==> src/rtl/core/pcs_pkg.sv <==
package pcs_pkg;

    localparam int unsigned TargetW  = 23;
    localparam int unsigned PostW    = 4;
    localparam int unsigned RefW     = 16;
    localparam int unsigned MW       = 4;
    localparam int unsigned NW       = 8;
    localparam int unsigned FreqW    = 24;
    localparam int unsigned WordW    = 20;
    localparam int unsigned DivBits  = FreqW;
    localparam int unsigned CntW     = $clog2(DivBits);

    localparam logic [RefW-1:0]    RefReset      = 16'd13500;
    localparam logic [RefW-1:0]    RefSpecial    = 16'd14318;
    localparam logic [TargetW-1:0] TargetMid     = 23'd250000;
    localparam logic [TargetW-1:0] TargetHigh    = 23'd340000;
    localparam logic [NW-1:0]      NMin          = 8'd14;
    localparam logic [NW-1:0]      NMaxLow       = 8'd255;
    localparam logic [NW-1:0]      NMaxHigh      = 8'd93;
    localparam logic [CntW-1:0]    DivLast       = CntW'(DivBits - 1);

    typedef struct packed {
        logic [TargetW-1:0] target_khz;
        logic [PostW-1:0]   current_post_div;
    } t_in;

    typedef struct packed {
        logic [WordW-1:0] pll_word;
        logic [FreqW-1:0] achieved_khz;
        logic [FreqW-1:0] error_khz;
        logic             found;
    } t_out;

    // controller to datapath
    typedef struct packed {
        logic load;
        logic mul;
        logic step;
        logic eval;
    } t_cmd;

    // datapath to controller
    typedef struct packed {
        logic last_cand;
    } t_sts;

endpackage

==> src/rtl/core/pll_coefficient_search.sv <==
// each (m, n) candidate passes through S_MUL, S_DIV and S_EVAL between start and o_done
//   up to 8 x 242 candidates for targets up to 250 MHz, 6 x 80 up to 340 MHz,
//   2 x 80 above; the divider produces one quotient bit per cycle
// throughput: one request at a time, busy high until the result beat
// o_done pulses for one cycle with o_result; the receiver cannot stall
// synchronous active-low reset: idle, reference back to 13500 kHz
module pll_coefficient_search (
    input  logic                     i_clk,
    input  logic                     i_rst_n,
    input  logic                     i_cfg_we,
    input  logic [pcs_pkg::RefW-1:0] i_cfg_data,
    input  logic                     start,
    output logic                     busy,
    input  pcs_pkg::t_in             i_in,
    output logic                     o_done,
    output pcs_pkg::t_out            o_result
);

    pcs_pkg::t_cmd s_cmd;
    pcs_pkg::t_sts s_sts;

    pcs_ctrl u_ctrl (
        .i_clk   (i_clk),
        .i_rst_n (i_rst_n),
        .i_start (start),
        .i_sts   (s_sts),
        .o_cmd   (s_cmd),
        .o_busy  (busy),
        .o_done  (o_done)
    );

    pcs_dp u_dp (
        .i_clk      (i_clk),
        .i_rst_n    (i_rst_n),
        .i_cfg_we   (i_cfg_we),
        .i_cfg_data (i_cfg_data),
        .i_in       (i_in),
        .i_cmd      (s_cmd),
        .o_sts      (s_sts),
        .o_result   (o_result)
    );

endmodule

==> src/rtl/core/pcs_ctrl.sv <==
module pcs_ctrl (
    input  logic          i_clk,
    input  logic          i_rst_n,
    input  logic          i_start,
    input  pcs_pkg::t_sts i_sts,
    output pcs_pkg::t_cmd o_cmd,
    output logic          o_busy,
    output logic          o_done
);

    typedef enum logic [4:0] {
        S_IDLE = 5'b00001,
        S_MUL  = 5'b00010,
        S_DIV  = 5'b00100,
        S_EVAL = 5'b01000,
        S_DONE = 5'b10000
    } t_state;

    t_state                   r_state, n_state;
    logic [pcs_pkg::CntW-1:0] r_bit_cnt, n_bit_cnt;

    always_comb begin
        n_state   = r_state;
        n_bit_cnt = r_bit_cnt;
        o_cmd     = '0;
        case (r_state)
            S_IDLE: begin
                if (i_start) begin
                    o_cmd.load = 1'b1;
                    n_state    = S_MUL;
                end
            end
            S_MUL: begin
                o_cmd.mul = 1'b1;
                n_bit_cnt = '0;
                n_state   = S_DIV;
            end
            S_DIV: begin
                o_cmd.step = 1'b1;
                n_bit_cnt  = r_bit_cnt + 1'b1;
                if (r_bit_cnt == pcs_pkg::DivLast) begin
                    n_state = S_EVAL;
                end
            end
            S_EVAL: begin
                o_cmd.eval = 1'b1;
                n_state    = i_sts.last_cand ? S_DONE : S_MUL;
            end
            S_DONE: begin
                n_state = S_IDLE;
            end
            default: begin
                n_state = S_IDLE;
            end
        endcase
    end

    always_ff @(posedge i_clk) begin
        if (!i_rst_n) begin
            r_state   <= S_IDLE;
            r_bit_cnt <= '0;
        end else begin
            r_state   <= n_state;
            r_bit_cnt <= n_bit_cnt;
        end
    end

    assign o_busy = (r_state != S_IDLE);
    assign o_done = (r_state == S_DONE);

endmodule

==> src/rtl/core/pcs_dp.sv <==
module pcs_dp (
    input  logic                      i_clk,
    input  logic                      i_rst_n,
    input  logic                      i_cfg_we,
    input  logic [pcs_pkg::RefW-1:0]  i_cfg_data,
    input  pcs_pkg::t_in              i_in,
    input  pcs_pkg::t_cmd             i_cmd,
    output pcs_pkg::t_sts             o_sts,
    output pcs_pkg::t_out             o_result
);

    logic [pcs_pkg::RefW-1:0]    r_ref;
    logic [pcs_pkg::TargetW-1:0] r_target;
    logic [pcs_pkg::PostW-1:0]   r_p;
    logic [pcs_pkg::MW-1:0]      r_m, r_m_hi;
    logic [pcs_pkg::NW-1:0]      r_n, r_n_hi;
    logic [pcs_pkg::FreqW-1:0]   r_quo;
    logic [pcs_pkg::MW-1:0]      r_rem;
    logic [pcs_pkg::FreqW-1:0]   r_best_err, r_best_f;
    logic [pcs_pkg::MW-1:0]      r_best_m;
    logic [pcs_pkg::NW-1:0]      r_best_n;
    logic                        r_found;

    logic [pcs_pkg::MW-1:0]      n_m_lo, n_m_hi;
    logic [pcs_pkg::NW-1:0]      n_n_hi;
    logic [pcs_pkg::MW:0]        s_trial;
    logic                        s_ge;
    logic [pcs_pkg::FreqW-1:0]   s_f, s_tgt, s_d;
    logic                        s_better;

    // search limits for the new request
    always_comb begin
        if (r_ref == pcs_pkg::RefSpecial) begin
            n_m_lo = 4'd7;
            n_m_hi = 4'd14;
        end else begin
            n_m_lo = 4'd6;
            n_m_hi = 4'd13;
        end
        n_n_hi = pcs_pkg::NMaxLow;
        if (i_in.target_khz > pcs_pkg::TargetMid) begin
            n_m_lo = 4'd1;
            n_m_hi = 4'd6;
            n_n_hi = pcs_pkg::NMaxHigh;
        end
        if (i_in.target_khz > pcs_pkg::TargetHigh) begin
            n_m_lo = 4'd1;
            n_m_hi = 4'd2;
            n_n_hi = pcs_pkg::NMaxHigh;
        end
    end

    // restoring division, one quotient bit per cycle
    assign s_trial = {r_rem, r_quo[pcs_pkg::FreqW-1]};
    assign s_ge    = (s_trial >= {1'b0, r_m});

    assign s_f      = r_quo >> r_p;
    assign s_tgt    = {1'b0, r_target};
    assign s_d      = (s_f > s_tgt) ? (s_f - s_tgt) : (s_tgt - s_f);
    assign s_better = (s_d < r_best_err);

    assign o_sts.last_cand = (r_n == r_n_hi) && (r_m == r_m_hi);

    always_ff @(posedge i_clk) begin
        if (!i_rst_n) begin
            r_ref   <= pcs_pkg::RefReset;
            r_found <= 1'b0;
        end else begin
            if (i_cfg_we) begin
                r_ref <= i_cfg_data;
            end
            if (i_cmd.load) begin
                r_found <= 1'b0;
            end else if (i_cmd.eval && s_better) begin
                r_found <= 1'b1;
            end
        end
    end

    always_ff @(posedge i_clk) begin
        if (i_cmd.load) begin
            r_target   <= i_in.target_khz;
            r_p        <= i_in.current_post_div;
            r_m        <= n_m_lo;
            r_m_hi     <= n_m_hi;
            r_n        <= pcs_pkg::NMin;
            r_n_hi     <= n_n_hi;
            r_best_err <= {1'b0, i_in.target_khz};
            r_best_f   <= '0;
            r_best_m   <= '0;
            r_best_n   <= '0;
        end
        if (i_cmd.mul) begin
            r_quo <= pcs_pkg::FreqW'(r_n * r_ref);
            r_rem <= '0;
        end
        if (i_cmd.step) begin
            r_rem <= s_ge ? pcs_pkg::MW'(s_trial - {1'b0, r_m}) : s_trial[pcs_pkg::MW-1:0];
            r_quo <= {r_quo[pcs_pkg::FreqW-2:0], s_ge};
        end
        if (i_cmd.eval) begin
            if (s_better) begin
                r_best_err <= s_d;
                r_best_f   <= s_f;
                r_best_m   <= r_m;
                r_best_n   <= r_n;
            end
            if (r_n == r_n_hi) begin
                r_n <= pcs_pkg::NMin;
                r_m <= r_m + 1'b1;
            end else begin
                r_n <= r_n + 1'b1;
            end
        end
    end

    always_comb begin
        o_result = '0;
        if (r_found) begin
            o_result.pll_word     = {r_p, r_best_n, 4'd0, r_best_m};
            o_result.achieved_khz = r_best_f;
            o_result.error_khz    = r_best_err;
            o_result.found        = 1'b1;
        end
    end

endmodule

==> config.mk <==
export PLATFORM = sky130hd
export DESIGN_NAME = pll_coefficient_search
export DESIGN_NICKNAME = d
export VERILOG_FILES = /design/src/rtl/core/pcs_pkg.sv /design/src/rtl/core/pll_coefficient_search.sv /design/src/rtl/core/pcs_ctrl.sv /design/src/rtl/core/pcs_dp.sv
export SDC_FILE = /design/constraint.sdc
export NUM_CORES = 1
export LEC_CHECK = 0
export ABC_AREA = 0
export BUFFER_PORTS_ARGS = -buffer_cell sky130_fd_sc_hd__buf_4
export CAP_MARGIN = 20
export CORE_AREA = 2 2 158 221
export DETAILED_ROUTE_END_ITERATION = 16
export DIE_AREA = 0 0 160 223
export HOLD_SLACK_MARGIN = 0.12
export PLACE_DENSITY = 0.73
export REMOVE_ABC_BUFFERS = 1
export SYNTH_ARGS = -nofsm -noshare
export SYNTH_HDL_FRONTEND = slang
export SYNTH_SLANG_ARGS = --single-unit
==> constraint.sdc <==
create_clock -name i_clk -period 6.7 [get_ports i_clk]
set_input_delay 0.67 -clock i_clk [delete_from_list [all_inputs] [get_ports i_clk]]
set_output_delay 0.67 -clock i_clk [all_outputs]
set_load 0.005 [all_outputs]
==> results of run 1 <==
-- layout by cell type (no fill, tap or decap), types with 5 or more instances in the layout --
cell | netlist | layout
fa_1 | 87 | 87
and4_1 | 6 | 6
a21o_1 | 35 | 35
o21a_1 | 9 | 9
dfxtp_1 | 91 | 90
a31oi_1 | 9 | 9
nand2b_1 | 9 | 9
or3_1 | 7 | 7
nor4_1 | 11 | 10
xnor2_1 | 26 | 26
o211ai_1 | 8 | 8
edfxtp_1 | 68 | 68
mux2_2 | 10 | 10
nor3_1 | 19 | 18
o22ai_1 | 5 | 5
ha_1 | 120 | 115
nand4b_1 | 5 | 5
o31ai_1 | 8 | 7
nand3_1 | 28 | 27
nor2b_1 | 21 | 21
nor3b_1 | 7 | 6
a21oi_1 | 109 | 107
o21ai_0 | 97 | 94
nor2_1 | 99 | 99
inv_6 | 0 | 5
mux2i_1 | 69 | 68
inv_1 | 183 | 182
a211oi_1 | 22 | 22
nand2_1 | 250 | 250
and2_1 | 130 | 130
nand4_1 | 17 | 17
o21ai_1 | 3 | 6
xor2_1 | 26 | 26
mux4_2 | 7 | 7
clkbuf_16 | 0 | 18
buf_4 | 6 | 143
-- power by group through the flow --
stage               Combinational (mW)  Sequential [mW]  Clock [mW]
floorplan                         3.05             1.40           0
global placement                  3.91             1.44           0
detailed placement                3.99             1.45           0
CTS                               4.03             1.43        1.10
global route                      4.62             1.44        1.14
finish                            4.09             1.43        1.09
-- cells by family after synthesis --
group,synth area share [%]
adders and majority gates,21.7
buffers and inverters,7.69
DFF,25.8
muxes,6.49
other,0.0250
xor gates and xnor gates,3.04
and+or+nand+nor,20.6
AOI/OAI and AO/OA,14.7
-- worst max-delay path, delay by kind of cell (launching register included) --
| family | cells | cell delay, ps |
|---|---|---|
| XOR/XNOR | 1 | 90 |
| adder cells (fa/ha/maj) | 2 | 740 |
| flip-flops | 1 | 380 |
| AO/OA/AOI/OAI | 7 | 1760 |
| buffers and inverters | 5 | 920 |
| AND/OR/NAND/NOR | 10 | 2000 |
| multiplexers | 2 | 400 |
-- worst max-delay path by stage --
stage                start             endpoint  slack [ps]  cells after the start
2_1_floorplan  u_dp.r_p[0]  u_dp.r_best_err[21]       -1330                     23
3_3_place_gp   u_dp.r_p[0]  u_dp.r_best_err[17]        -240                     27
3_5_place_dp   u_dp.r_p[0]  u_dp.r_best_err[17]        -150                     27
6_report       u_dp.r_p[0]  u_dp.r_best_err[17]         310                     27
4_1_cts        u_dp.r_p[0]  u_dp.r_best_err[17]           7                     27
5_1_grt        u_dp.r_p[0]  u_dp.r_best_err[17]         -30                     27
-- per-stage QoR --
stage	std cells	utilization (%)	worst slack [ps]
6_report	2305	50.5	310
5_1_grt	2305	50.5	-33.3
4_1_cts	2300	49.9	7.06
3_5_place_dp	2268	48.0	-153
3_3_place_gp	2268	48.0	-235
2_1_floorplan	1670	-	-1330
-- final cells by class --
| type | count | area, um^2 | area share (%) |
|---|---|---|---|
| timing repair buffer | 152 | 1250 | 7.31 |
| clock buffer | 17 | 425 | 2.49 |
| tap | 451 | 564 | 3.31 |
| multi-input combinational | 1328 | 10100 | 58.9 |
| sequential | 159 | 3860 | 22.6 |
| inverter | 183 | 687 | 4.02 |
| clock inverter | 15 | 220 | 1.29 |
-- state kept, by name, indices dropped and copies added, names as in the netlist, 4 cells and up --
| name | cells |
|---|---|
| u_ctrl.r_bit_cnt | 5 |
| u_ctrl.r_state | 5 |
| u_dp.r_best_err | 24 |
| u_dp.r_best_f | 24 |
| u_dp.r_best_m | 4 |
| u_dp.r_best_n | 8 |
| u_dp.r_m | 4 |
| u_dp.r_m_hi | 4 |
| u_dp.r_n | 8 |
| u_dp.r_p | 4 |
| u_dp.r_quo | 24 |
| u_dp.r_ref | 16 |
| u_dp.r_rem | 4 |
| u_dp.r_target | 23 |
-- layer usage --
| layer | wire length (um) | up-vias |
|---|---|---|
| met4 | 1700 | 0 |
| met1 | 15400 | 6163 |
| met3 | 1610 | 102 |
| met2 | 21700 | 398 |
| met5 | 0 | - |
| li1 | - | 6104 |
-- timing repair --
action / CTS / global route
gates cloned: 0 / 1
pin swaps: 0 / 5
resized for setup: 2 / 22
setup buffers: 0 / 2
setup endpoints to repair: 42 / 61
hold buffers: 0 / 0
==> impl_metrics.ini, run 1 <==
[power_and_ir_drop]
clkPwrFrac_pct = 16.5
intPower_mw = 3.63
p_sw_mw = 2.97
vdd_drop_max_v = 0.000238
powerDensity_nw_per_um2 = 387
pwr-share-seq_pct = 21.6
combPwrFrac_pct = 61.9
netSwitchingFraction_pct = 45.0
total_power_mw = 6.60
leakagePower_nw = 7.74

[floorplanning]
start_util_pct = 44.3
die_x_um = 160
coreArea_um2 = 33800
die_height_um = 223
rows = 80
boundaryPins = 118
dieArea_um2 = 35700

[critical_path]
reg2reg_slack_ps = 310
required_ps = 7080
cp_max_fo = 33
critPathLaunchType = flop
reg2reg_depth = 27
cp_slowest_cell = a211oi_1
cp.arrival_ps = 6770
critPathKind = reg2reg
r2r_end = u_dp.r_best_err[17]
endpoint_kind = flop
r2r-start = u_dp.r_p[0]
critPathMaxStageDelay_ps = 460

[global_routing]
use_met2_pct = 42.3
antenna_found_initial = 0
met3_usage_pct = 2.73
grt_pass1_vias = 12813
grt_usage_pct = 22.4
grt_first_pass_wirelength_mm = 64.4
top_usage_layer = met2
grt.overflow.total = 0
grt_max_degree = 67
grt_util_met1_pct = 24.6

[clock_network]
cts_made_buffers = 17
insertion_delay_ps = 460
cts_tree = done
htree_levels = 4
clockBufferDepth = 2
clk_pin_slew_ps = 70
root_buffer = clkbuf_16
numClockSinks = 159

[timing]
fin_hold_ws_ps = 390
grt_setup_unrepaired = yes
timing.final.crit_share_pct = 95.4
tightest_slew_ps = 976
fmax_mhz = 157
hold_violations = 0
setup_violations = 0
setup_tns_ps = 0
skew_ps = 14.3
final_max_slew_viol_count = 0
fin_crit_ps = 6390
relSlewSlack_pct = 34.9

[placement]
gp_congestion = 0.933
dp_hpwl_mm = 31.3
port_buffers = 113
place_area_um2 = 16200

[layout]
fillers = 3284
area_growth_pct = 14.0
final_area_um2 = 17100
nets = 2095
drive_gt1_share_pct = 12.9
diodes = 0

[yosys]
post_synth_num_cell_types = 81
synth_top_area_share_pct = 13.6
synth-seq-cells = 159
yosys_warnings = 0
syn_avg_cell_area_um2 = 8.43
synth_area_leaders = edfxtp_1 (14%), dfxtp_1 (12%), fa_1 (12%)
syn-cell-area_um2 = 15000
synth_top_flop_cell = dfxtp_1
synth-async-reset-ratio_pct = 0
syn_inst = 1776
synth_edf_count = 68
synthTopCellsByCount = nand2_1 (250), inv_1 (183), and2_1 (130)
ys_seq_area_share_pct = 25.8
synth_top_cell_by_area = edfxtp_1
synthMostInstantiatedCell = nand2_1

[run_status]
status = finished, final reports clean

[hold_path]
hp-start = i_in[1]
hold_depth = 1
hp-class = in2reg
worstHoldEndpoint = u_dp.r_p[1]

[routing]
drcViolationCount = 0
vias = 12767
wl_per_cell_um = 17.5
dr.pass1.iters = 7
drt-total-wl_mm = 40.4
ant_nets = 0
viasPerCell = 5.54
dr.first_iter.drc_count = 649

[job]
cap_violations = 0
Note: power is estimated with default switching activity, not from simulation.
==> inputs of run 2 (changes only) <==
Settings changed: BUFFER_PORTS_ARGS -buffer_cell sky130_fd_sc_hd__buf_4 to default, DONT_BUFFER_PORTS from default to 1, PLACE_DENSITY 0.73 to 0.7.
Clock period 6.7 ns to 6.9 ns, I/O delays scaled along.
==> impl_metrics.ini, run 2 (synthesis gave the netlist of run 1 again) <==
[run_status]
status = finished, final reports clean

[power_and_ir_drop]
leakagePower_nw = 7.22
powerDensity_nw_per_um2 = 387
total_power_mw = 6.27
vdd_drop_max_v = 0.000221

[routing]
ant_nets = 0
wl_per_cell_um = 17.7
drt-total-wl_mm = 39.1
vias = 12241
viasPerCell = 5.54
drcViolationCount = 0
dr.first_iter.drc_count = 791
dr.pass1.iters = 6

[critical_path]
reg2reg_depth = 25
cp.arrival_ps = 6900
cp_common_cell = o21ai_0
critPathLaunchType = flop
cp_slowest_cell = o41ai_2
endpoint_kind = flop
critPathKind = reg2reg
r2r_end = u_dp.r_best_err[21]
crit_buf_inv = 4
required_ps = 7240
r2r-start = u_dp.r_p[0]
reg2reg_slack_ps = 350
critPathMaxStageDelay_ps = 440
cp_max_fo = 28
path_delay_family = compound AO/OA/AOI/OAI gates

[timing]
fmax_mhz = 153
final_max_slew_viol_count = 0
setup_tns_ps = 0
setup_violations = 0
relSlewSlack_pct = 30.6
finalWorstSetupSlack_ps = 346
fin_crit_ps = 6550
grt_setup_unrepaired = no
tightest_slew_ps = 1040
fin_hold_ws_ps = 301
timing.final.crit_share_pct = 95.0
skew_ps = 10.5
hold_violations = 0

[layout]
area_growth_pct = 8.32
mostFrequentLayoutCell = nand2_1
regArea_um2 = 3860
nets = 1999
fillers = 3328
diodes = 0
layout_common_cells = nand2_1 (250), inv_1 (182), and2_1 (130), ha_1 (120), a21oi_1 (109)
reg.largest.list = u_dp.r_best_err: 24 flops, u_dp.r_best_f: 24 flops, u_dp.r_quo: 24 flops
drive_gt1_share_pct = 7.51
final_area_um2 = 16200
multi_input_area_um2 = 10000

[hold_path]
hp-class = in2reg
hp-start = i_rst_n
worstHoldEndpoint = u_dp.r_ref[2]
hold_depth = 1

[floorplanning]
coreArea_um2 = 33800
die_x_um = 160
start_util_pct = 44.3
rows = 80
dieArea_um2 = 35700
boundaryPins = 118
die_height_um = 223

[clock_network]
clk_pin_slew_ps = 70
clockBufferDepth = 2
numClockSinks = 159
insertion_delay_ps = 460
cts_tree = done
cts_made_buffers = 17
root_buffer = clkbuf_16
htree_levels = 4

[global_routing]
antenna_found_initial = 0
grt_pass1_vias = 12015
grt_max_degree = 67
grt.overflow.total = 0
grt_usage_pct = 21.8
grt_first_pass_wirelength_mm = 62.1

[placement]
place_area_um2 = 15500
port_buffers = 0
gp_congestion = 0.933
dp_hpwl_mm = 31.0
place_ws_ps = 87.9

[job]
cap_violations = 0
[run 2: cell count changes in the layout (fill, tap and decap cells not counted), sizes merged]
cell and change:
clkbuf +2, bufinv -2, inv +2, buf -96, clkinv -2
[run 2: worst max-delay path by stage]
stage                      from  slack, ps  cells after the start             endpoint
floorplan           u_dp.r_p[0]      -1130                     23  u_dp.r_best_err[21]
global placement    u_dp.r_p[1]        160                     26  u_dp.r_best_err[21]
detailed placement  u_dp.r_p[0]         90                     26  u_dp.r_best_err[21]
CTS                 u_dp.r_p[0]         60                     26  u_dp.r_best_err[21]
global route        u_dp.r_p[0]          4                     26  u_dp.r_best_err[21]
finish              u_dp.r_p[0]        350                     25  u_dp.r_best_err[21]
[run 2: area by class of cell]
type | count | share of cell area, %
Inverter | 183 | 4.23
Clock inverter | 13 | 0.864
Timing Repair Buffer | 56 | 3.14
Multi-Input combinational cell | 1328 | 61.7
Sequential cell | 159 | 23.8
Clock buffer | 19 | 2.73
Tap cell | 451 | 3.48
[run 2: stage by stage]
step                      utilization, %  cells
after detailed placement            45.8   2168
after global placement              45.8   2168
final                               47.9   2209
after CTS                           47.5   2200
after floorplan                        -   1670
after global routing                47.9   2209
[run 2: routing by layer]
| metal | global-route usage [%] | wire, um | vias up |
|---|---|---|---|
| li1 | - | - | 5917 |
| met1 | 23.8 | 15300 | 5941 |
| met2 | 41.9 | 21100 | 305 |
| met3 | 2.49 | 1240 | 78 |
| met4 | 9.47 | 1440 | 0 |
| met5 | 0 | 0 | - |
[run 2: power breakdown]
part / internal (mW) / leakage (nW) / switching (mW)
clock network: 0.522 / 0.292 / 0.439
registers: 1.24 / 1.37 / 0.140
logic: 1.70 / 5.55 / 2.23
total: 3.46 / 7.22 / 2.81
[run 2: what timing repair did]
action                     4_1_cts  5_1_grt
buffers inserted                 0        6
hold buffers                     0        0
resized for setup                0        8
setup endpoints to repair        0       29
==> inputs of run 3 (changes only) <==
Settings changed: SETUP_SLACK_MARGIN from default to 0.5.
==> impl_metrics.ini, run 3 (synthesis gave the netlist of run 1 again) <==
[critical_path]
required_ps = 7240
crit_buf_inv = 2
critPathKind = reg2reg
cp.arrival_ps = 6650
critPathLaunchType = flop
cp_max_fo = 14
critPathMaxStageDelay_ps = 560
cp_cell_sequence = buf_12, mux4_2, mux2_2, nor2_1, a31oi_1, ha_4, a21oi_2, a2111oi_4, o2111a_2, o21a_4, nor4b_2, o311ai_2, a31oi_1, xnor2_1, ha_1, or4_1, o221ai_4, nand3_4, a31oi_4, buf_12, or4b_1, mux2i_1, nor2_1
path_delay_family = compound AO/OA/AOI/OAI gates
cp_slowest_cell = or4_1
endpoint_kind = flop

[floorplanning]
dieArea_um2 = 35700
coreArea_um2 = 33800
boundaryPins = 118
die_x_um = 160
rows = 80
start_util_pct = 44.3
die_height_um = 223

[layout]
area_growth_pct = 11.4
reg.largest.list = u_dp.r_best_err: 24 flops, u_dp.r_best_f: 24 flops, u_dp.r_quo: 24 flops
drive_gt1_share_pct = 11.2
diodes = 0
utilization_pct = 49.3
layout_common_cells = nand2_1 (249), inv_1 (179), and2_1 (129), ha_1 (110), a21oi_1 (102)
final_area_um2 = 16700
nets = 2016
mostFrequentLayoutCell = nand2_1

[global_routing]
top_usage_layer = met2
grt_util_met1_pct = 24.1
met3_usage_pct = 2.55
antenna_found_initial = 0
grt_pass1_vias = 12141
grt_first_pass_wirelength_mm = 62.8
use_met2_pct = 42.3
grt.overflow.total = 0
grt_usage_pct = 22.0
grt_max_degree = 67

[routing]
ant_nets = 0
dr.first_iter.drc_count = 863
wl_per_cell_um = 18.0
viasPerCell = 5.57
drcViolationCount = 0
vias = 12405
dr.pass1.iters = 5
drt-total-wl_mm = 40.2

[timing]
finalWorstSetupSlack_ps = 593
hold_violations = 0
setup_violations = 0
fmax_mhz = 159
timing.final.crit_share_pct = 91.4
grt_setup_unrepaired = yes
relSlewSlack_pct = 31.3
fin_crit_ps = 6310
final_max_slew_viol_count = 0
skew_ps = 10.4
tightest_slew_ps = 1030

[power_and_ir_drop]
leakagePower_nw = 7.32
vdd_drop_max_v = 0.000222
powerDensity_nw_per_um2 = 388

[clock_network]
htree_levels = 4
insertion_delay_ps = 450
cts_made_buffers = 17
numClockSinks = 159
clockBufferDepth = 2
root_buffer = clkbuf_16
clk_pin_slew_ps = 70
cts_tree = done
ctsHoldBuffers = 0

[placement]
gp_congestion = 0.933
place_ws_ps = 87.9
port_buffers = 0
place_area_um2 = 15500
dp_hpwl_mm = 31.0

[job]
cap_violations = 0

[hold_path]
hp-class = in2reg

[run_status]
status = finished, final reports clean
## run 3: where the power goes
group	total [mW]	switching (mW)	internal, mW	leakage [nW]
clock network	0.958	0.435	0.522	0.292
logic	4.13	2.32	1.80	5.66
registers	1.38	0.143	1.24	1.37
total	6.47	2.90	3.57	7.32
## run 3: final timing paths
check	start	endpoint	slack, ps	cells after the start
max	u_dp.r_p[0]	u_dp.r_best_err[21]	590	23
max reg2reg	u_dp.r_p[0]	u_dp.r_best_err[21]	590	23
min reg2reg	u_dp.r_best_f[22]	u_dp.r_best_f[22]	460	2
min	i_rst_n	u_dp.r_ref[13]	310	1
## run 3: worst register-to-register path, stage by stage, from the launching register on
cell	delay (ps)
edfxtp_1	410
buf_12	180
mux4_2	540
mux2_2	300
nor2_1	120
a31oi_1	110
ha_4	390
a21oi_2	90
a2111oi_4	440
o2111a_2	280
o21a_4	170
nor4b_2	60
o311ai_2	410
a31oi_1	170
xnor2_1	170
ha_1	250
or4_1	560
o221ai_4	300
nand3_4	140
a31oi_4	330
buf_12	150
or4b_1	420
mux2i_1	150
nor2_1	70
## run 3: layout make-up
class	instances	area, um^2
Fill cell	3289	17100
Clock inverter	13	140
Sequential cell	159	3860
Tap cell	451	564
Timing Repair Buffer	73	713
Multi-Input combinational cell	1328	10300
Clock buffer	19	443
Inverter	183	687
## run 3: routing by layer
metal | share of wire, % | vias to the layer above
met5 | 0 | -
met2 | 54 | 327
met3 | 3.3 | 94
met1 | 39 | 6037
met4 | 4.3 | 0
li1 | - | 5947
## run 3: stage by stage
stage          total power [mW]  cells  hold WS, ps  TNS [ps]
2_1_floorplan              4.32   1670          430    -44330
3_3_place_gp               5.21   2168          444         0
3_5_place_dp               5.28   2168          450         0
4_1_cts                    6.29   2205          276         0
5_1_grt                    7.05   2226          286         0
6_report                   6.47   2226          305         0
## run 3: what timing repair did
item                       4_1_cts  5_1_grt
gates cloned                     1        3
pin swaps                        3       23
buffers inserted                 4       16
setup endpoints to repair       61       61
resized for setup               11       68
